===== src/sv/lbt_pkg.sv =====
// ----------------------------------------------------------------------------
// lbt_pkg
// Shared types and constants of the led blink and one-shot timer bank.
// ----------------------------------------------------------------------------
package lbt_pkg;

  localparam int CNT_W        = 16;
  localparam int MODE_W       = 2;
  localparam int CHANNEL_W    = 2;
  localparam int TIMER_IDX_W  = 3;
  localparam int CFG_IDX_W    = 8;
  localparam int CFG_CHANNELS = 4;
  localparam int REG_COUNT    = 2 * CFG_CHANNELS;
  localparam int EXPIRED_W    = 8;
  localparam int PHASE_W      = 4;

  // item modes
  localparam logic [MODE_W-1:0] MODE_TICK  = 2'd0;
  localparam logic [MODE_W-1:0] MODE_LOAD  = 2'd1;
  localparam logic [MODE_W-1:0] MODE_BLINK = 2'd2;

  // reload values after reset, per channel
  localparam logic [CNT_W-1:0] ON_TICKS_RST [CFG_CHANNELS] =
    '{16'd500, 16'd1000, 16'd3000, 16'd4000};
  localparam logic [CNT_W-1:0] OFF_TICKS_RST [CFG_CHANNELS] =
    '{16'd500, 16'd1000, 16'd1000, 16'd4000};

  typedef logic [CNT_W-1:0] cnt_t;

  typedef struct packed {
    logic [MODE_W-1:0]      mode;
    logic [CHANNEL_W-1:0]   channel;
    logic                   led_request;
    logic [TIMER_IDX_W-1:0] timer_index;
    logic [CNT_W-1:0]       timer_value;
  } item_t;

endpackage


===== src/sv/lbt_ifs.sv =====
// ----------------------------------------------------------------------------
// lbt channel interfaces
// Valid/ready channels for items, results and register writes.
// ----------------------------------------------------------------------------
interface lbt_in_if;
  logic                                 valid;
  logic                                 ready;
  logic [lbt_pkg::MODE_W-1:0]           mode;
  logic [lbt_pkg::CHANNEL_W-1:0]        channel;
  logic                                 led_request;
  logic [lbt_pkg::TIMER_IDX_W-1:0]      timer_index;
  logic [lbt_pkg::CNT_W-1:0]            timer_value;

  modport source (output valid, mode, channel, led_request, timer_index, timer_value,
                  input ready);
  modport sink (input valid, mode, channel, led_request, timer_index, timer_value,
                output ready);
endinterface

interface lbt_out_if;
  logic                            valid;
  logic                            ready;
  logic                            led_drive;
  logic [lbt_pkg::EXPIRED_W-1:0]   expired_mask;
  logic [lbt_pkg::PHASE_W-1:0]     phase_mask;

  modport source (output valid, led_drive, expired_mask, phase_mask, input ready);
  modport sink (input valid, led_drive, expired_mask, phase_mask, output ready);
endinterface

interface lbt_cfg_if;
  logic                            valid;
  logic                            ready;
  logic [lbt_pkg::CFG_IDX_W-1:0]   index;
  logic [lbt_pkg::CNT_W-1:0]       data;

  modport source (output valid, index, data, input ready);
  modport sink (input valid, index, data, output ready);
endinterface


===== src/sv/lbt_cfg.sv =====
// ----------------------------------------------------------------------------
// lbt_cfg
// On and off reload registers of the blink channels.
// ----------------------------------------------------------------------------
module lbt_cfg (
  input  logic                                clk,
  input  logic                                rst_n,
  input  logic                                wr_en,
  input  logic [lbt_pkg::CFG_IDX_W-1:0]       wr_index,
  input  logic [lbt_pkg::CNT_W-1:0]           wr_data,
  output lbt_pkg::cnt_t                       on_ticks  [lbt_pkg::CFG_CHANNELS],
  output lbt_pkg::cnt_t                       off_ticks [lbt_pkg::CFG_CHANNELS]
);

  lbt_pkg::cnt_t on_ticks_r  [lbt_pkg::CFG_CHANNELS];
  lbt_pkg::cnt_t off_ticks_r [lbt_pkg::CFG_CHANNELS];
  logic          in_range;

  assign in_range = (wr_index < lbt_pkg::CFG_IDX_W'(lbt_pkg::REG_COUNT));

  always_ff @(posedge clk) begin
    if (!rst_n) begin
      for (int c = 0; c < lbt_pkg::CFG_CHANNELS; c++) begin
        on_ticks_r[c]  <= lbt_pkg::ON_TICKS_RST[c];
        off_ticks_r[c] <= lbt_pkg::OFF_TICKS_RST[c];
      end
    end else if (wr_en && in_range) begin
      for (int c = 0; c < lbt_pkg::CFG_CHANNELS; c++) begin
        // even index is the on reload, odd the off reload
        if (wr_index[2:1] == 2'(c)) begin
          if (wr_index[0]) begin
            off_ticks_r[c] <= wr_data;
          end else begin
            on_ticks_r[c] <= wr_data;
          end
        end
      end
    end
  end

  assign on_ticks  = on_ticks_r;
  assign off_ticks = off_ticks_r;

endmodule


===== src/sv/lbt_blink.sv =====
// ----------------------------------------------------------------------------
// lbt_blink
// Blink channels: phase and down-counter per channel, blink request answer.
// ----------------------------------------------------------------------------
module lbt_blink #(
  parameter int BLINK_CHANNELS = 4
) (
  input  logic                 clk,
  input  logic                 rst_n,
  input  logic                 advance,
  input  lbt_pkg::item_t       item,
  input  lbt_pkg::cnt_t        on_ticks  [lbt_pkg::CFG_CHANNELS],
  input  lbt_pkg::cnt_t        off_ticks [lbt_pkg::CFG_CHANNELS],
  output logic [BLINK_CHANNELS-1:0] phase_nxt_o,
  output logic                 led_drive
);

  logic [BLINK_CHANNELS-1:0] phase_r;
  logic [BLINK_CHANNELS-1:0] phase_nxt;
  lbt_pkg::cnt_t             count_r   [BLINK_CHANNELS];
  lbt_pkg::cnt_t             count_nxt [BLINK_CHANNELS];
  logic [BLINK_CHANNELS-1:0] drive_hit;

  always_comb begin
    for (int c = 0; c < BLINK_CHANNELS; c++) begin
      phase_nxt[c] = phase_r[c];
      count_nxt[c] = count_r[c];
      drive_hit[c] = 1'b0;
      if (item.mode == lbt_pkg::MODE_TICK) begin
        if (count_r[c] == '0) begin
          count_nxt[c] = phase_r[c] ? off_ticks[c] : on_ticks[c];
          phase_nxt[c] = ~phase_r[c];
        end else begin
          count_nxt[c] = count_r[c] - lbt_pkg::CNT_W'(1);
        end
      end else if (item.mode == lbt_pkg::MODE_BLINK &&
                   item.channel == lbt_pkg::CHANNEL_W'(c)) begin
        phase_nxt[c] = item.led_request;
        // led is driven inverted while the channel sits at zero
        drive_hit[c] = (count_r[c] == '0) ? ~item.led_request : item.led_request;
      end
    end
  end

  always_ff @(posedge clk) begin
    if (!rst_n) begin
      phase_r <= '0;
      for (int c = 0; c < BLINK_CHANNELS; c++) begin
        count_r[c] <= '0;
      end
    end else if (advance) begin
      phase_r <= phase_nxt;
      count_r <= count_nxt;
    end
  end

  assign phase_nxt_o = phase_nxt;
  assign led_drive   = |drive_hit;

endmodule


===== src/sv/lbt_oneshot.sv =====
// ----------------------------------------------------------------------------
// lbt_oneshot
// Bank of one-shot down-counters that stop at zero.
// ----------------------------------------------------------------------------
module lbt_oneshot #(
  parameter int ONESHOT_TIMERS = 8
) (
  input  logic                      clk,
  input  logic                      rst_n,
  input  logic                      advance,
  input  lbt_pkg::item_t            item,
  output logic [ONESHOT_TIMERS-1:0] expired_nxt
);

  lbt_pkg::cnt_t count_r   [ONESHOT_TIMERS];
  lbt_pkg::cnt_t count_nxt [ONESHOT_TIMERS];

  always_comb begin
    for (int t = 0; t < ONESHOT_TIMERS; t++) begin
      count_nxt[t] = count_r[t];
      if (item.mode == lbt_pkg::MODE_TICK) begin
        if (count_r[t] != '0) begin
          count_nxt[t] = count_r[t] - lbt_pkg::CNT_W'(1);
        end
      end else if (item.mode == lbt_pkg::MODE_LOAD && int'(item.timer_index) == t) begin
        count_nxt[t] = item.timer_value;
      end
      expired_nxt[t] = (count_nxt[t] == '0);
    end
  end

  always_ff @(posedge clk) begin
    if (!rst_n) begin
      for (int t = 0; t < ONESHOT_TIMERS; t++) begin
        count_r[t] <= '0;
      end
    end else if (advance) begin
      count_r <= count_nxt;
    end
  end

endmodule


===== src/sv/led_blink_and_oneshot_timer_bank.sv =====
// ----------------------------------------------------------------------------
// led_blink_and_oneshot_timer_bank
// Blink channels and one-shot counters driven by tick, load and blink items.
// ----------------------------------------------------------------------------
// Each input beat is captured in an input register and, when the held item
// moves on, all blink channels and one-shot counters update together in a
// single combinational pass that writes the result register. One result beat
// comes out per input beat, and a new item is taken in every cycle while the
// input register is empty or the held item moves on to the result register.
// The input and result registers hold two beats between them: while a result
// waits, one more beat is taken, and then the input stalls for as long as the
// result side keeps out_ch.ready low. Register writes are taken at any time
// (cfg_ch.ready is always high) and are meant to arrive while idle.
module led_blink_and_oneshot_timer_bank #(
  parameter int BLINK_CHANNELS = 4,
  parameter int ONESHOT_TIMERS = 8
) (
  input  logic      clk,
  input  logic      rst_n,
  lbt_in_if.sink    in_ch,
  lbt_out_if.source out_ch,
  lbt_cfg_if.sink   cfg_ch
);

  lbt_pkg::item_t              item_r;
  logic                        item_valid_r;
  logic                        advance;
  lbt_pkg::cnt_t               on_ticks  [lbt_pkg::CFG_CHANNELS];
  lbt_pkg::cnt_t               off_ticks [lbt_pkg::CFG_CHANNELS];
  logic [BLINK_CHANNELS-1:0]   phase_nxt;
  logic [ONESHOT_TIMERS-1:0]   expired_nxt;
  logic                        led_drive_nxt;
  logic [lbt_pkg::EXPIRED_W-1:0] expired_mask_nxt;
  logic [lbt_pkg::PHASE_W-1:0]   phase_mask_nxt;
  logic                        out_valid_r;
  logic                        led_drive_r;
  logic [lbt_pkg::EXPIRED_W-1:0] expired_mask_r;
  logic [lbt_pkg::PHASE_W-1:0]   phase_mask_r;

  // the held item moves on when the result register is empty or draining
  assign advance     = item_valid_r && (!out_valid_r || out_ch.ready);
  assign in_ch.ready = !item_valid_r || advance;
  assign cfg_ch.ready = 1'b1;

  always_ff @(posedge clk) begin
    if (!rst_n) begin
      item_valid_r <= 1'b0;
    end else if (in_ch.ready) begin
      item_valid_r <= in_ch.valid;
    end
  end

  always_ff @(posedge clk) begin
    if (in_ch.valid && in_ch.ready) begin
      item_r.mode        <= in_ch.mode;
      item_r.channel     <= in_ch.channel;
      item_r.led_request <= in_ch.led_request;
      item_r.timer_index <= in_ch.timer_index;
      item_r.timer_value <= in_ch.timer_value;
    end
  end

  lbt_cfg u_cfg (
    .clk       (clk),
    .rst_n     (rst_n),
    .wr_en     (cfg_ch.valid),
    .wr_index  (cfg_ch.index),
    .wr_data   (cfg_ch.data),
    .on_ticks  (on_ticks),
    .off_ticks (off_ticks)
  );

  lbt_blink #(
    .BLINK_CHANNELS (BLINK_CHANNELS)
  ) u_blink (
    .clk         (clk),
    .rst_n       (rst_n),
    .advance     (advance),
    .item        (item_r),
    .on_ticks    (on_ticks),
    .off_ticks   (off_ticks),
    .phase_nxt_o (phase_nxt),
    .led_drive   (led_drive_nxt)
  );

  lbt_oneshot #(
    .ONESHOT_TIMERS (ONESHOT_TIMERS)
  ) u_oneshot (
    .clk         (clk),
    .rst_n       (rst_n),
    .advance     (advance),
    .item        (item_r),
    .expired_nxt (expired_nxt)
  );

  // masks carry zeros for counters and channels that do not exist
  for (genvar t = 0; t < lbt_pkg::EXPIRED_W; t++) begin : g_exp
    if (t < ONESHOT_TIMERS) begin : g_on
      assign expired_mask_nxt[t] = expired_nxt[t];
    end else begin : g_off
      assign expired_mask_nxt[t] = 1'b0;
    end
  end

  for (genvar c = 0; c < lbt_pkg::PHASE_W; c++) begin : g_ph
    if (c < BLINK_CHANNELS) begin : g_on
      assign phase_mask_nxt[c] = phase_nxt[c];
    end else begin : g_off
      assign phase_mask_nxt[c] = 1'b0;
    end
  end

  always_ff @(posedge clk) begin
    if (!rst_n) begin
      out_valid_r <= 1'b0;
    end else if (advance) begin
      out_valid_r <= 1'b1;
    end else if (out_ch.ready) begin
      out_valid_r <= 1'b0;
    end
  end

  always_ff @(posedge clk) begin
    if (advance) begin
      led_drive_r    <= led_drive_nxt;
      expired_mask_r <= expired_mask_nxt;
      phase_mask_r   <= phase_mask_nxt;
    end
  end

  assign out_ch.valid        = out_valid_r;
  assign out_ch.led_drive    = led_drive_r;
  assign out_ch.expired_mask = expired_mask_r;
  assign out_ch.phase_mask   = phase_mask_r;

endmodule


===== src/flat_wrapper.sv =====
// flat-port wrapper written by rule: the top's interface ports become plain ports
module led_blink_and_oneshot_timer_bank_flat 
#(
  parameter int BLINK_CHANNELS = 4,
  parameter int ONESHOT_TIMERS = 8
)
  (clk, rst_n, in_ch_valid, in_ch_mode, in_ch_channel, in_ch_led_request, in_ch_timer_index, in_ch_timer_value, in_ch_ready, out_ch_valid, out_ch_led_drive, out_ch_expired_mask, out_ch_phase_mask, out_ch_ready, cfg_ch_valid, cfg_ch_index, cfg_ch_data, cfg_ch_ready);
  lbt_in_if in_ch_i ();
  lbt_out_if out_ch_i ();
  lbt_cfg_if cfg_ch_i ();
  input  logic clk;
  input  logic rst_n;
  input wire logic [$bits(in_ch_i.valid)-1:0] in_ch_valid;
  input wire logic [$bits(in_ch_i.mode)-1:0] in_ch_mode;
  input wire logic [$bits(in_ch_i.channel)-1:0] in_ch_channel;
  input wire logic [$bits(in_ch_i.led_request)-1:0] in_ch_led_request;
  input wire logic [$bits(in_ch_i.timer_index)-1:0] in_ch_timer_index;
  input wire logic [$bits(in_ch_i.timer_value)-1:0] in_ch_timer_value;
  output wire logic [$bits(in_ch_i.ready)-1:0] in_ch_ready;
  output wire logic [$bits(out_ch_i.valid)-1:0] out_ch_valid;
  output wire logic [$bits(out_ch_i.led_drive)-1:0] out_ch_led_drive;
  output wire logic [$bits(out_ch_i.expired_mask)-1:0] out_ch_expired_mask;
  output wire logic [$bits(out_ch_i.phase_mask)-1:0] out_ch_phase_mask;
  input wire logic [$bits(out_ch_i.ready)-1:0] out_ch_ready;
  input wire logic [$bits(cfg_ch_i.valid)-1:0] cfg_ch_valid;
  input wire logic [$bits(cfg_ch_i.index)-1:0] cfg_ch_index;
  input wire logic [$bits(cfg_ch_i.data)-1:0] cfg_ch_data;
  output wire logic [$bits(cfg_ch_i.ready)-1:0] cfg_ch_ready;
  assign in_ch_i.valid = in_ch_valid;
  assign in_ch_i.mode = in_ch_mode;
  assign in_ch_i.channel = in_ch_channel;
  assign in_ch_i.led_request = in_ch_led_request;
  assign in_ch_i.timer_index = in_ch_timer_index;
  assign in_ch_i.timer_value = in_ch_timer_value;
  assign in_ch_ready = in_ch_i.ready;
  assign out_ch_valid = out_ch_i.valid;
  assign out_ch_led_drive = out_ch_i.led_drive;
  assign out_ch_expired_mask = out_ch_i.expired_mask;
  assign out_ch_phase_mask = out_ch_i.phase_mask;
  assign out_ch_i.ready = out_ch_ready;
  assign cfg_ch_i.valid = cfg_ch_valid;
  assign cfg_ch_i.index = cfg_ch_index;
  assign cfg_ch_i.data = cfg_ch_data;
  assign cfg_ch_ready = cfg_ch_i.ready;
  led_blink_and_oneshot_timer_bank #(.BLINK_CHANNELS(BLINK_CHANNELS), .ONESHOT_TIMERS(ONESHOT_TIMERS)) u_core (.clk(clk), .rst_n(rst_n), .in_ch(in_ch_i), .out_ch(out_ch_i), .cfg_ch(cfg_ch_i));
endmodule

===== config.mk =====
export PLATFORM = sky130hd
export DESIGN_NAME = led_blink_and_oneshot_timer_bank_flat
export DESIGN_NICKNAME = d
export VERILOG_FILES = /design/src/sv/lbt_pkg.sv /design/src/sv/lbt_ifs.sv /design/src/sv/lbt_cfg.sv /design/src/sv/lbt_blink.sv /design/src/sv/lbt_oneshot.sv /design/src/sv/led_blink_and_oneshot_timer_bank.sv /design/src/flat_wrapper.sv
export SDC_FILE = /design/constraint.sdc
export NUM_CORES = 1
export LEC_CHECK = 0
export ABC_CLOCK_PERIOD_IN_PS = 2900
export BUFFER_PORTS_ARGS = -buffer_cell sky130_fd_sc_hd__buf_2
export CELL_PAD_IN_SITES_DETAIL_PLACEMENT = 0
export CELL_PAD_IN_SITES_GLOBAL_PLACEMENT = 1
export CORE_MARGIN = 4
export CORE_UTILIZATION = 40
export DETAILED_ROUTE_END_ITERATION = 8
export PLACE_DENSITY_LB_ADDON = 0.1
export SKIP_CTS_REPAIR_TIMING = 1
export SYNTH_ARGS = -nofsm -noshare
export SYNTH_HDL_FRONTEND = slang
export SYNTH_HIERARCHICAL = 1
export SYNTH_SLANG_ARGS = --single-unit

===== constraint.sdc =====
create_clock -name clk -period 2.9 [get_ports clk]
set_input_delay 0.435 -clock clk [delete_from_list [all_inputs] [get_ports clk]]
set_output_delay 0.435 -clock clk [all_outputs]
set_load 0.03 [all_outputs]

==> flow_results.org <==
** Yosys
- After Yosys synthesis, full adders, half adders and majority gates account for 1.389% of the synthesized area.
- Seq cells post-synth :: 363
- The synthesized netlist devotes 0.2026% of its cell area to XOR and XNOR gates.
- Of all flip-flops after synthesis, the portion carrying an async set or reset was 0%.
- Synthesis instantiated 104 different standard cells from the library.
- After Yosys synthesis, and, or, nand and nor cells account for 26.07% of the synthesized area.
- By area, the combinational part of the netlist is dominated by simple AND/OR/NAND/NOR gates.
- Share of the yosys chip area belonging to registers :: 35.33%
- The most used flip-flop cell after synthesis is sky130_fd_sc_hd__dfxtp_1.
- After technology mapping, the gate count stands at 2613.
- For this run, the number of Yosys warnings is 6.
- In this run the mean area of a mapped cell was 8.273 um2.
- Post-synth EDFFs :: 37
- In this run the cell area of the synthesized design comes to 0.02162 mm2.
- Multiplexer area fraction after synthesis :: 11.79%
- Syn_nets :: 2690
- Summing the areas of all compound-gate instances in the mapped netlist gives 20.37% of the synthesized area.

** Route
- Dividing the detail-routed wire length by the instance count gives 22.98 um.
- Number of detailed-route iterations in the first pass :: 5
- Number of design rule violations left after detail routing :: 0
- The detail route stage leaves a number of antenna-violating nets equal to 0.
- The detailed router finished its first iteration with 1673 violations.
- Via count :: 21640
- Dividing the detail-routed via count by the number of cells gives 6.081.
- Routed WL :: 81770 um

** STA
- Part of the cycle the worst path needs :: 100.5%
- In the post-route analysis, the smallest setup slack over all paths is -0.01328 ns.
- Setup repair after global routing missed its margin :: true
- Headroom to the max-slew limit came out at 29.61%.
- At the pin with the least slew margin, the transition time is 1.056 ns.
- Skew final :: 0.02115 ns
- Hold Slack :: 0.03499 ns
- Setup Total Neg Slack :: -0.01328 ns
- Static timing analysis puts the maximum clock frequency at 0.3433 GHz.
- The final count of pins violating max slew came to 0.
- Setup violations remaining at the end of the flow were counted as 1.
- Number of hold violations in the final report :: 0
- Clock period minus worst slack :: 2.913 ns

** Critical path
- CP dominant cell by count :: sky130_fd_sc_hd__nor4_4
- Data arrival time of the critical path :: 3.32 ns
- Stage delay of the slowest cell on the critical path :: 0.56 ns
- Crit path max-delay family :: simple AND/OR/NAND/NOR gates
- Cell with the largest stage delay on the worst path :: sky130_fd_sc_hd__or4_4
- Worst setup SP type :: register
- Together, buffers and inverters on the worst path number 1.
- Crit path required time :: 3.30 ns
- Type of the worst setup path :: reg2reg
- Traced cell by cell, the critical path runs through inv_2 > ha_4 > or3b_4 > nor4_4 > or3_4 > nor3_2 > or4b_4 > or4_4 > nor4_4.
- STA classifies the critical path endpoint as a register.
- Along the worst path, the maximum fanout reaches 3.

** Clock network
- For this design, the sink count on the clock tree is 363.
- Clock tree from TritonCTS :: done
- Number of H-tree levels :: 2
- Clock edge transition at the registers on the reported setup and hold paths :: 0.06 ns
- Clock tree synthesis selected as its root buffer the cell sky130_fd_sc_hd__clkbuf_16.
- CTS buffer count :: 45
- For the worst-skew pair, the clock arrives at the later sink with an insertion delay of 0.59 ns.
- Clock tree buffer depth :: 3

** Placement
- Number of buffers inserted by port buffering :: 67
- At the end of routability-driven placement, the weighted congestion stood at 0.9239.
- Pre-CTS setup slack :: -0.08988 ns
- Placed wire-length estimate :: 58520 um
- Placed instance count :: 3470

** GRT
- The number of global-route vias before repair was 20880.
- Remaining global-route overflow :: 0
- The number of antenna violations at the first check in global routing was 1.
- Wire length of the first global-routing pass :: 125400 um
- Pin count of the biggest net entering global routing :: 108
- Global routing used 27.48% of the available tracks across all layers.

** Die
- Die area :: 0.05783 mm2
- The die is 240.5 um wide.
- From bottom edge to top edge, the die measures 240.5 um.
- Cell Rows :: 84
- Area of the placeable core :: 0.05308 mm2
- Starting density of the core :: 40.73%
- 69 I/O pins were placed.

** Status
- The checks that failed: negative setup slack.
- The run finished, with violations left.

** Pwr
- For this design the total switching power over the nets is 0.005013 W.
- Cell internal power was estimated by the tool at 0.01029 W.
- VDD sags by at most 0.4260 mV.
- Sw Share :: 32.75%
- In this run, flip-flops and latches consume 35.6% of the power.
- Clk network pwr share :: 37.8%
- PnR Total Power :: 0.01531 W
- Comb power frac :: 26.6%
- In this run the static leakage power is 10.64 nW.
- Power per cell area :: 585.6 mW/mm2

** Cells and area
- Most common cell after layout, fill and taps aside :: sky130_fd_sc_hd__dfxtp_1
- For this run, the post-layout net count is 2909.
- After the flow finishes, the layout carries non-filler instances totaling 3558.
- In the layout the commonest cells are sky130_fd_sc_hd__dfxtp_1, sky130_fd_sc_hd__buf_4, sky130_fd_sc_hd__nor2_1, sky130_fd_sc_hd__nand2_1, sky130_fd_sc_hd__mux2i_1.
- From synthesis to final layout, the design area changed by 20.91%.
- The post-route netlist has 19.55% of its cells at a drive strength greater than 1.

** Min path
- The tightest min-delay check is of the in2reg type.

** Flow run
- Number of max-cap violations :: 0
==> area by class of cell <==
cell class / count / area [um2]
Multi-Input combinational cell: 2005 / 13200
Antenna cell: 1 / 2.502
Sequential cell: 363 / 7641
Fill cell: 5167 / 26940
Clock buffer: 72 / 1411
Timing Repair Buffer: 366 / 2718
Inverter: 51 / 192.7
Tap cell: 688 / 860.8
Clock inverter: 12 / 113.9
==> cells in the mapped netlist (12+ instances only) <==
library cell,instances,area share [%]
sky130_fd_sc_hd__o211a_1,13,0.60
sky130_fd_sc_hd__clkbuf_1,140,2.4
sky130_fd_sc_hd__buf_6,12,0.63
sky130_fd_sc_hd__a21boi_0,12,0.42
sky130_fd_sc_hd__edfxtp_1,37,5.1
sky130_fd_sc_hd__o41ai_1,12,0.49
sky130_fd_sc_hd__a311oi_1,18,0.73
sky130_fd_sc_hd__nor2_1,284,4.9
sky130_fd_sc_hd__and3_1,15,0.43
sky130_fd_sc_hd__buf_2,12,0.28
sky130_fd_sc_hd__nor2b_1,75,2.2
sky130_fd_sc_hd__mux2i_1,240,11
sky130_fd_sc_hd__and4_1,13,0.53
sky130_fd_sc_hd__dfxtp_1,326,30
sky130_fd_sc_hd__or2_2,15,0.43
sky130_fd_sc_hd__nand3_1,59,1.4
sky130_fd_sc_hd__a31oi_1,27,0.78
sky130_fd_sc_hd__buf_1,23,0.40
sky130_fd_sc_hd__or3_1,34,0.98
sky130_fd_sc_hd__a221oi_1,19,0.77
sky130_fd_sc_hd__a21oi_1,126,2.9
sky130_fd_sc_hd__nor3_1,110,2.5
sky130_fd_sc_hd__o21ai_0,121,2.8
sky130_fd_sc_hd__a32o_1,13,0.60
sky130_fd_sc_hd__inv_1,50,0.87
sky130_fd_sc_hd__nand2_1,253,4.4
sky130_fd_sc_hd__ha_1,24,1.4
sky130_fd_sc_hd__nand4_1,38,1.1
sky130_fd_sc_hd__o211ai_1,21,0.73
sky130_fd_sc_hd__o22ai_1,25,0.72
sky130_fd_sc_hd__o21a_1,21,0.73
sky130_fd_sc_hd__or4_1,33,1.1
sky130_fd_sc_hd__o31ai_1,24,0.83
sky130_fd_sc_hd__mux2_2,13,0.68
sky130_fd_sc_hd__nor4_1,60,1.7
sky130_fd_sc_hd__a211oi_1,61,2.1
==> sequential cells by signal (all words and copies together) (netlist names) <==
name and cells:
u_core/u_cfg/on_ticks 64, u_core/u_blink/phase_r 4, u_core/u_cfg/off_ticks 64, u_core/out_ch.phase_mask 4, u_core/item_r 24, u_core/out_ch.expired_mask 8
u_core/item_valid_r 1, u_core/u_oneshot/count_r 128, u_core/out_ch.valid 1, u_core/out_ch.led_drive 1, u_core/u_blink/count_r 64
==> routing by layer <==
layer / wire length, um / vias to the layer above / global-route usage, %
met2: 34850 / 740 / 41.08
li1: - / 10220 / -
met1: 39520 / 10530 / 40.99
met5: 4 / - / 0
met4: 2179 / 2 / 8.010
met3: 5223 / 138 / 4.118
==> power groups by stage <==
stage          Combinational, W  Sequential, W  Clock, W
3_5_place_dp            0.00388        0.00555         0
3_3_place_gp            0.00389        0.00555         0
4_1_cts                 0.00391        0.00544   0.00595
5_1_grt                 0.00441        0.00547   0.00615
2_1_floorplan           0.00241        0.00551         0
6_report                0.00407        0.00545   0.00579
==> metrics by stage <==
stage	utilization [%]	cell area [um2]
5_1_grt	49.24	26140
3_5_place_dp	45.89	24360
3_3_place_gp	45.89	24360
6_report	49.25	26140
2_1_floorplan	-	21620
4_1_cts	48.76	25880
==> logic make-up after synthesis <==
logic type,count (synthesis)
AND/OR/NAND/NOR,1088
AO/OA/AOI/OAI,634
flip-flops,363
multiplexers,253
buffers and inverters,245
adder cells (fa/ha/maj),24
XOR/XNOR,5
other,1
==> worst reg2reg max path, stage by stage (launching register included) <==
cell	delay, ns
sky130_fd_sc_hd__dfxtp_2	0.32
sky130_fd_sc_hd__inv_2	0.08
sky130_fd_sc_hd__ha_4	0.13
sky130_fd_sc_hd__or3b_4	0.41
sky130_fd_sc_hd__nor4_4	0.31
sky130_fd_sc_hd__or3_4	0.19
sky130_fd_sc_hd__nor3_2	0.04
sky130_fd_sc_hd__or4b_4	0.54
sky130_fd_sc_hd__or4_4	0.56
sky130_fd_sc_hd__nor4_4	0.14
==> path summary, 6_finish.rpt <==
check                                start                            end  slack, ns  cells past startpoint
min                  in_ch_timer_value[15]              u_core/item_r[15]       0.03                      1
max reg2reg  u_core/u_oneshot/count_r[112]  u_core/out_ch.expired_mask[0]      -0.01                      9
max          u_core/u_oneshot/count_r[112]  u_core/out_ch.expired_mask[0]      -0.01                      9
min reg2reg     u_core/u_cfg/off_ticks[57]     u_core/u_cfg/off_ticks[57]       0.46                      2
Power figures use the tool's default switching activity.
